==> src/hdl/mtfl_pkg.sv <==
// mtfl_pkg: shared types and constants for the move-to-front key list
// no dependencies

package mtfl_pkg;

  localparam int CAPACITY_DEF = 16;
  localparam int KEY_W        = 31;
  localparam int CMD_W        = 2;
  localparam int POS_W        = 5;

  typedef enum logic [CMD_W-1:0] {
    CMD_GET    = 2'd0,
    CMD_FIND   = 2'd1,
    CMD_REMOVE = 2'd2,
    CMD_CLEAR  = 2'd3
  } mtfl_cmd_t;

  typedef enum logic [0:0] {
    ST_IDLE   = 1'b0,
    ST_UPDATE = 1'b1
  } mtfl_state_t;

  // controller to datapath
  typedef struct packed {
    logic capture;
    logic commit;
  } mtfl_ctrl_t;

endpackage

==> src/hdl/mtf_lru_key_list_unit.sv <==
// mtf_lru_key_list_unit: move-to-front key list, top level
// depends on mtfl_pkg, mtfl_ctrl, mtfl_dpath
//
//   channel  ports                                              dir
//   in       in_valid in_ready in_cmd in_key                    sink
//   out      out_valid out_ready out_hit out_hit_position       source
//            out_evicted_valid out_evicted_key out_entries
//
// each word is compared against all cells into a match register when it is
// accepted; the update state then shifts the cells and loads the result register
// a new word is taken while a result still waits; the update cycle holds
// until the result register is free
// synchronous active-low reset empties the list, cell contents are not cleared

module mtf_lru_key_list_unit import mtfl_pkg::*; #(
  parameter int CAPACITY = CAPACITY_DEF
) (
  input  logic             clk,
  input  logic             rst_n,
  input  logic             in_valid,
  output logic             in_ready,
  input  logic [CMD_W-1:0] in_cmd,
  input  logic [KEY_W-1:0] in_key,
  output logic             out_valid,
  input  logic             out_ready,
  output logic             out_hit,
  output logic [POS_W-1:0] out_hit_position,
  output logic             out_evicted_valid,
  output logic [KEY_W-1:0] out_evicted_key,
  output logic [POS_W-1:0] out_entries
);

  mtfl_ctrl_t ctrl;

  mtfl_ctrl u_ctrl (
    .clk       (clk),
    .rst_n     (rst_n),
    .in_valid  (in_valid),
    .in_ready  (in_ready),
    .out_valid (out_valid),
    .out_ready (out_ready),
    .ctrl      (ctrl)
  );

  mtfl_dpath #(
    .CAPACITY (CAPACITY)
  ) u_dpath (
    .clk               (clk),
    .rst_n             (rst_n),
    .ctrl              (ctrl),
    .in_cmd            (in_cmd),
    .in_key            (in_key),
    .out_hit           (out_hit),
    .out_hit_position  (out_hit_position),
    .out_evicted_valid (out_evicted_valid),
    .out_evicted_key   (out_evicted_key),
    .out_entries       (out_entries)
  );

endmodule

==> src/hdl/mtfl_ctrl.sv <==
// mtfl_ctrl: two-state sequencer and result valid flag
// depends on mtfl_pkg

module mtfl_ctrl import mtfl_pkg::*; (
  input  logic       clk,
  input  logic       rst_n,
  input  logic       in_valid,
  output logic       in_ready,
  output logic       out_valid,
  input  logic       out_ready,
  output mtfl_ctrl_t ctrl
);

  mtfl_state_t state_r, state_nxt;
  logic        out_valid_r, out_valid_nxt;

  always_comb begin
    state_nxt = state_r;
    case (state_r)
      ST_IDLE: begin
        if (in_valid) state_nxt = ST_UPDATE;
      end
      ST_UPDATE: begin
        if (!out_valid_r || out_ready) state_nxt = ST_IDLE;
      end
      default: state_nxt = ST_IDLE;
    endcase
  end

  always_comb begin
    in_ready     = 1'b0;
    ctrl.capture = 1'b0;
    ctrl.commit  = 1'b0;
    case (state_r)
      ST_IDLE: begin
        in_ready     = 1'b1;
        ctrl.capture = in_valid;
      end
      ST_UPDATE: begin
        // result register must be free or draining this cycle
        ctrl.commit = !out_valid_r || out_ready;
      end
      default: begin
        in_ready = 1'b0;
      end
    endcase
  end

  always_comb begin
    out_valid_nxt = out_valid_r;
    if (ctrl.commit) begin
      out_valid_nxt = 1'b1;
    end else if (out_ready) begin
      out_valid_nxt = 1'b0;
    end
  end

  always_ff @(posedge clk) begin
    if (!rst_n) begin
      state_r     <= ST_IDLE;
      out_valid_r <= 1'b0;
    end else begin
      state_r     <= state_nxt;
      out_valid_r <= out_valid_nxt;
    end
  end

  assign out_valid = out_valid_r;

`ifndef NO_ASSERTIONS
  a_capture_to_update: assert property (@(posedge clk) disable iff (!rst_n)
    ctrl.capture |=> state_r == ST_UPDATE)
    else $error("capture did not move to update");

  a_hold_while_blocked: assert property (@(posedge clk) disable iff (!rst_n)
    (state_r == ST_UPDATE && out_valid_r && !out_ready) |=> state_r == ST_UPDATE)
    else $error("update left while result register was full");

  a_commit_sets_valid: assert property (@(posedge clk) disable iff (!rst_n)
    ctrl.commit |=> out_valid_r)
    else $error("commit did not raise result valid");
`endif

endmodule

==> src/hdl/mtfl_dpath.sv <==
// mtfl_dpath: key cells, parallel match register, length counter, result register
// depends on mtfl_pkg

module mtfl_dpath import mtfl_pkg::*; #(
  parameter int CAPACITY = CAPACITY_DEF
) (
  input  logic             clk,
  input  logic             rst_n,
  input  mtfl_ctrl_t       ctrl,
  input  logic [CMD_W-1:0] in_cmd,
  input  logic [KEY_W-1:0] in_key,
  output logic             out_hit,
  output logic [POS_W-1:0] out_hit_position,
  output logic             out_evicted_valid,
  output logic [KEY_W-1:0] out_evicted_key,
  output logic [POS_W-1:0] out_entries
);

  localparam int SLOTS = CAPACITY + 1;
  localparam int LEN_W = $clog2(SLOTS + 1);
  localparam int IDX_W = $clog2(SLOTS);
  localparam logic [LEN_W-1:0] LEN_FULL = LEN_W'(SLOTS);

  logic [KEY_W-1:0] keys_r   [SLOTS];
  logic [KEY_W-1:0] keys_nxt [SLOTS];
  logic [LEN_W-1:0] len_r, len_nxt;
  mtfl_cmd_t        cmd_r;
  logic [KEY_W-1:0] key_r;
  logic [SLOTS-1:0] match_r;

  logic [SLOTS-1:0] ahead;
  logic             hit;
  logic [IDX_W-1:0] pos;
  logic             full;
  logic             ev_valid;

  // compare all live cells against the incoming word at accept
  always_ff @(posedge clk) begin
    if (ctrl.capture) begin
      cmd_r <= mtfl_cmd_t'(in_cmd);
      key_r <= in_key;
      for (int i = 0; i < SLOTS; i++) begin
        match_r[i] <= (keys_r[i] == in_key) && (LEN_W'(i) < len_r);
      end
    end
  end

  // ahead[i]: some match sits ahead of cell i
  always_comb begin
    logic acc;
    acc = 1'b0;
    for (int i = 0; i < SLOTS; i++) begin
      ahead[i] = acc;
      acc      = acc | match_r[i];
    end
    hit = acc;
  end

  always_comb begin
    pos = '0;
    for (int i = SLOTS - 1; i >= 0; i--) begin
      if (match_r[i]) pos = IDX_W'(i);
    end
  end

  assign full     = (len_r == LEN_FULL);
  assign ev_valid = (cmd_r == CMD_GET) && !hit && full;

  always_comb begin
    for (int i = 0; i < SLOTS; i++) begin
      keys_nxt[i] = keys_r[i];
    end
    len_nxt = len_r;
    case (cmd_r)
      CMD_CLEAR: begin
        len_nxt = '0;
      end
      CMD_REMOVE: begin
        if (hit) begin
          for (int i = 0; i < SLOTS - 1; i++) begin
            if (ahead[i] || match_r[i]) keys_nxt[i] = keys_r[i+1];
          end
          len_nxt = len_r - LEN_W'(1);
        end
      end
      CMD_GET, CMD_FIND: begin
        if (hit) begin
          // cells up to the hit slide back one, the key goes to the front
          for (int i = 1; i < SLOTS; i++) begin
            if (!ahead[i]) keys_nxt[i] = keys_r[i-1];
          end
          keys_nxt[0] = key_r;
        end else if (cmd_r == CMD_GET) begin
          // insert at front, the tail cell falls off when full
          for (int i = 1; i < SLOTS; i++) begin
            keys_nxt[i] = keys_r[i-1];
          end
          keys_nxt[0] = key_r;
          if (!full) len_nxt = len_r + LEN_W'(1);
        end
      end
      default: begin
        len_nxt = len_r;
      end
    endcase
  end

  always_ff @(posedge clk) begin
    if (ctrl.commit) begin
      for (int i = 0; i < SLOTS; i++) begin
        keys_r[i] <= keys_nxt[i];
      end
      out_hit           <= hit && (cmd_r != CMD_CLEAR);
      out_hit_position  <= (hit && (cmd_r != CMD_CLEAR)) ? POS_W'(pos) : '0;
      out_evicted_valid <= ev_valid;
      out_evicted_key   <= ev_valid ? keys_r[SLOTS-1] : '0;
      out_entries       <= POS_W'(len_nxt);
    end
  end

  always_ff @(posedge clk) begin
    if (!rst_n) begin
      len_r <= '0;
    end else if (ctrl.commit) begin
      len_r <= len_nxt;
    end
  end

`ifndef NO_ASSERTIONS
  a_len_bound: assert property (@(posedge clk) disable iff (!rst_n)
    len_r <= LEN_FULL)
    else $error("list length beyond slot count");

  a_clear_empties: assert property (@(posedge clk) disable iff (!rst_n)
    (ctrl.commit && cmd_r == CMD_CLEAR) |=> len_r == '0)
    else $error("clear left entries behind");

  a_hit_no_growth: assert property (@(posedge clk) disable iff (!rst_n)
    (ctrl.commit && hit) |=> len_r <= $past(len_r))
    else $error("list grew on a hit");
`endif

endmodule

==> config.mk <==
export PLATFORM = sky130hd
export DESIGN_NAME = mtf_lru_key_list_unit
export DESIGN_NICKNAME = d
export VERILOG_FILES = /design/src/hdl/mtfl_pkg.sv /design/src/hdl/mtf_lru_key_list_unit.sv /design/src/hdl/mtfl_ctrl.sv /design/src/hdl/mtfl_dpath.sv
export SDC_FILE = /design/constraint.sdc
export NUM_CORES = 1
export LEC_CHECK = 0
export BUFFER_PORTS_ARGS = -buffer_cell sky130_fd_sc_hd__buf_4
export CORE_MARGIN = 5
export CORE_UTILIZATION = 60
export DETAILED_ROUTE_END_ITERATION = 12
export PLACE_DENSITY = 0.87
export SYNTH_ARGS = -nofsm -noshare
export SYNTH_HDL_FRONTEND = slang
export SYNTH_SLANG_ARGS = --single-unit
export TNS_END_PERCENT = 10
==> constraint.sdc <==
create_clock -name clk -period 5.21 [get_ports clk]
set_clock_uncertainty 0.1 [all_clocks]
set_input_delay 0.521 -clock clk [delete_from_list [all_inputs] [get_ports clk]]
set_output_delay 0.521 -clock clk [all_outputs]
set_load 0.005 [all_outputs]
* Yosys cells after proc, flatten, opt, wreduce, memory -nomap -nowiden
Memory sizes are Yosys's and may differ from the RTL's.
Cells that the tools add are included.
** Storage, ports and cells
- Bits in registers :: 100
- Memory bits (writable) :: 527
- Input bits :: 37
- Output and inout bits :: 45
- Word-level logic and storage cells :: 188
- Memories :: 1
** Memories
- u_dpath.keys_r :: words 17, bits a word 31, read ports 17, clocked after memory_dff 0, wr ports 17, RTL line mtfl_dpath.sv:24 : logic [KEY_W-1:0] keys_r [SLOTS];
** Cells by class
- $add $sub $neg :: 2
- $lt $le $gt $ge :: 17
- Equal/unequal tests :: 22
- Muxes and demuxes :: 67
- Bitwise logic cells :: 18
- Reductions and logical operators :: 46
** Operators by type and width (count)
- $mux 527 :: 2
- $mux 31 :: 32
- $pmux 496 s2 :: 1
- $eq 31x31->1 :: 17
- $mux 496 :: 1
- $lt 4x5->1 const A :: 8
- $mux 4 :: 8
- $mux 5 :: 5
- $logic_and 1x1->1 :: 20
- $lt 3x5->1 const A :: 4
- $reduce_or 17->1 :: 1
- $logic_or 1x1->1 :: 16
- $or 1x1->1 :: 16
- $pmux 5 s3 :: 1
- $mux 3 :: 4
- $lt 1x5->1 const A :: 2
- $lt 2x5->1 const A :: 2
- $mux 1 :: 10
- $reduce_or 9->1 :: 1
- $add 5x1->5 const B :: 1
- $eq 5x5->1 const B :: 1
- $lt 5x5->1 const A :: 1
- $reduce_or 5->1 :: 1
- $sub 5x1->5 const B :: 1
- 11 further kinds :: 16

* Logic depth before layout (Yosys ltp)
- Word-level depth :: 19
- Gate-level depth with buffers :: 8
- Gate-level depth less buffers :: 7

* Hierarchy
From an unflattened synthesis, not the netlist that was laid out.
** Second synthesis, totals
- Cells, all modules :: 2317
- Area, all modules :: 32374.8 µm²
** By module, submodules not included
- mtfl_dpath :: instances 1, cells each 2307, area an instance 32264.7 µm², seq. area each 18718.0 µm²
- mtfl_ctrl :: instances 1, cells each 10, area an instance 110.1 µm², seq. area each 40.0 µm²

* Least setup slack after synthesis
No wires, ideal clock.
- Kind :: register to register
- Start :: reg, netlist name u_dpath.match_r[12]
- End :: mem u_dpath.keys_r[5][0] (netlist: u_dpath.keys_r[0][155]), enable pin
- Library setup time :: 467 ps
- Arrival :: 3948 ps
- Required time :: 4643 ps
- Setup slack :: 696 ps
- Cell stages (with the launch flop) :: 6
- Path buffers :: 1
- Clock period less this slack :: 4514 ps
- Cell sequence :: edfxtp_1 or4_1 nor3_4 buf_2 a21oi_1 a211oi_1
** RTL lines (RTL line)
- end, declared :: mtfl_dpath.sv:24

==> metrics <==
outcome finished clean; f_max 0.2768 GHz; Hold WC Path Type in -> reg; Final Max Tran Viols 0; pin count of the biggest net entering global routing 220; mean number of vias per cell about 7; Nets 2398; detailed router's first-iteration violation count 3428; combined area of the multi-input logic cells 12940 um^2; # DRC 0; vias 21240; placed cells 2989; FP Rows 85; Finish-stage setup viols 0; Die Height 242.0 um; GR Overflow Total 0; Mapped Nets 2374; FILL cells 3576; I/O pin total 82; FF+latch area around 19000 um^2; input/output buffers 81; worst-path maximum fanout 31; Worst-Margin Slew 1.280 ns; fin crit share 69.33%; GP Congestion 0.9506; Sum Neg Setup Slack 0 ns; Post-Layout Cell Count 3103; number of enable flip-flop cells after synthesis 620; crit path kind reg -> reg; vias in the first global route 20710; routed wire length per instance between 30 and 40 um; fin crit period 3.612 ns; Clock Root Buffer clkbuf_16; WP data arrival 3.75 ns; H-Tree Depth 2; clk_lat worst skew 0.63 ns; headroom to the max-slew limit between 10 and 15%; DRT Pass-1 Iters 5; mapped cell area between 30000 and 40000 um^2; Mapped Cells 2334; starting density of the core 60.27%; HP Start in_valid; Chip Width ~240 um; async set-or-reset flop fraction in the synthesized netlist 0%; Max Cap Viol 0; final wirelength 96160 um; antenna violations before repair 3; share of cells above drive strength 1 a little over a quarter; gr usage total 31.50%; Syn Area/Cell roughly 14 um^2; clk buf depth 3; crit path launch type flop; CP Capture Type flop; first-pass GRT wire length 138900 um; sequential share of the synthesized area 58.06%; CTS clock-pin slew for the worst setup and hold paths about 0.060 ns; Fin. Hold Viols 0; Leak Pwr approximately 12 nW; Peak VDD IR 274.2 uV; RSZ-0062 raised after global routing false; core box area 53600 um^2; clock sinks 627; Final ANT Viol Nets 0; Top FF cell, synth edfxtp_1; CTS tree done; synth warn 0; Pwr Density 326.2 nW/um^2; WP data required between 5 and 6 ns; worst r2r src u_dpath.match_r[4]; count of cell types in the netlist 52; area growth from synthesis to layout 9.891%; Final Util 66.23%; dpl hpwl 65700 um; crit path launch u_dpath.match_r[4]; die area 58580 um^2; #FFs+latches synth 627; cts bufs inserted 61
-- synth_stat cells, types with 4 or more instances --
master	count	area (um^2)
edfxtp_1	620	18620
mux2_2	416	4684
xor2_1	352	3083
xnor2_1	174	1524
clkbuf_1	131	491.7
nor4_1	102	638.1
nand4_1	58	362.9
nor2_1	57	214.0
mux2i_1	56	560.5
nand2_1	52	195.2
inv_1	44	165.2
o21ai_0	43	215.2
a21oi_1	40	200.2
and2_1	31	193.9
nor3_1	25	125.1
nand3_1	20	100.1
buf_2	10	50.05
a2111oi_0	9	78.83
a31oi_1	9	56.30
buf_1	8	30.03
dfxtp_1	7	140.1
nor2b_1	6	37.54
nand2b_1	5	31.28
or4_1	5	37.54
a211oi_1	4	30.03
and3_1	4	25.02
o211ai_1	4	30.03
-- critical path, stage by stage (launching register included) --
cell and delay, ns:
edfxtp_1 0.50, nor4_4 0.47, and2_0 0.72, nand3_1 0.23, o21bai_1 0.27, a21oi_4 0.90
-- registers in the layout (all words and copies together) (netlist names) --
register	count
u_ctrl.out_valid	1
u_ctrl.state_r	1
u_dpath.cmd_r	2
u_dpath.key_r	31
u_dpath.keys_r	527
u_dpath.len_r	5
u_dpath.match_r	17
u_dpath.out_entries	5
u_dpath.out_evicted_key	31
u_dpath.out_evicted_valid	1
u_dpath.out_hit	1
u_dpath.out_hit_position	5
-- through the flow --
step | setup WS, ns | power [mW] | instance area (um^2) | hold slack (ns)
floorplan | 0.6957 | 6.856 | 32310 | 0.3652
global placement | 1.734 | 7.244 | 33580 | 0.3857
detailed placement | 1.639 | 7.293 | 33580 | 0.3967
CTS | 1.607 | 11.55 | 35500 | 0.04987
global route | 1.361 | 11.85 | 35500 | 0.09002
finish | 1.598 | 11.58 | 35500 | 0.07038
-- cells by family after synthesis --
logic type / count (synthesis) / synth area share (%)
mux: 472 / 16.24
compound gates: 137 / 2.583
fa+ha+maj: 3 / 0.1162
flops: 627 / 58.06
simple gates: 376 / 6.460
xor+xnor: 526 / 14.26
buf+inv: 193 / 2.281
-- path summary, 6_finish.rpt --
path	slack, ns	depth (start not counted)	end
setup / recovery	1.60	5	u_dpath.keys_r[0][440]
hold / removal	0.07	3	u_ctrl.state_r
setup reg to reg	1.60	5	u_dpath.keys_r[0][440]
hold reg to reg	0.42	0	u_dpath.keys_r[1][15]
-- per-layer routing --
metal	up-vias	track usage, %	part of all wire, %
met5	-	0	0.062
met4	8	12.00	4.3
met3	286	9.157	15
met2	1746	47.22	44
met1	10520	44.10	37
li1	8675	-	-
-- placed cells by master (no fill, tap or decap), types with 5 or more instances in the layout --
| cell type | instances |
|---|---|
| a2111oi_0 | 9 |
| a21oi_1 | 38 |
| a31oi_1 | 9 |
| and2_1 | 31 |
| buf_4 | 105 |
| bufinv_16 | 6 |
| clkbuf_1 | 17 |
| clkbuf_16 | 61 |
| clkinv_1 | 14 |
| clkinv_2 | 10 |
| dfxtp_1 | 7 |
| edfxtp_1 | 620 |
| inv_1 | 43 |
| mux2_2 | 416 |
| mux2i_1 | 56 |
| nand2_1 | 52 |
| nand2b_1 | 5 |
| nand3_1 | 20 |
| nand4_1 | 58 |
| nor2_1 | 55 |
| nor2b_1 | 5 |
| nor3_1 | 19 |
| nor3_2 | 6 |
| nor4_1 | 102 |
| o21ai_0 | 43 |
| or4_1 | 5 |
| xnor2_1 | 174 |
| xor2_1 | 352 |
-- where the power goes --
group	total, mW	internal (mW)	switching [mW]	leakage (nW)
clock	4.34	2.44	1.90	0.922
sequential	6.03	5.81	0.228	5.77
combinational	1.21	0.493	0.718	5.26
-- layout make-up --
| class | instances | area share [%] |
|---|---|---|
| Timing Repair Buffer | 110 | 2.446 |
| Multi-Input combinational cell | 1514 | 36.45 |
| Sequential cell | 627 | 52.84 |
| Inverter | 44 | 0.4652 |
| Tap cell | 696 | 2.453 |
| Clock inverter | 33 | 0.8635 |
| Antenna cell | 1 | 0.007049 |
| Clock buffer | 78 | 4.479 |
-- what timing repair did --
action                                 CTS  global route
gates resized for setup                  0             0
hold buffers                             2             0
endpoints found under the hold margin    2             0
setup buffers                            0             0
(Power assumes the default switching activity.)
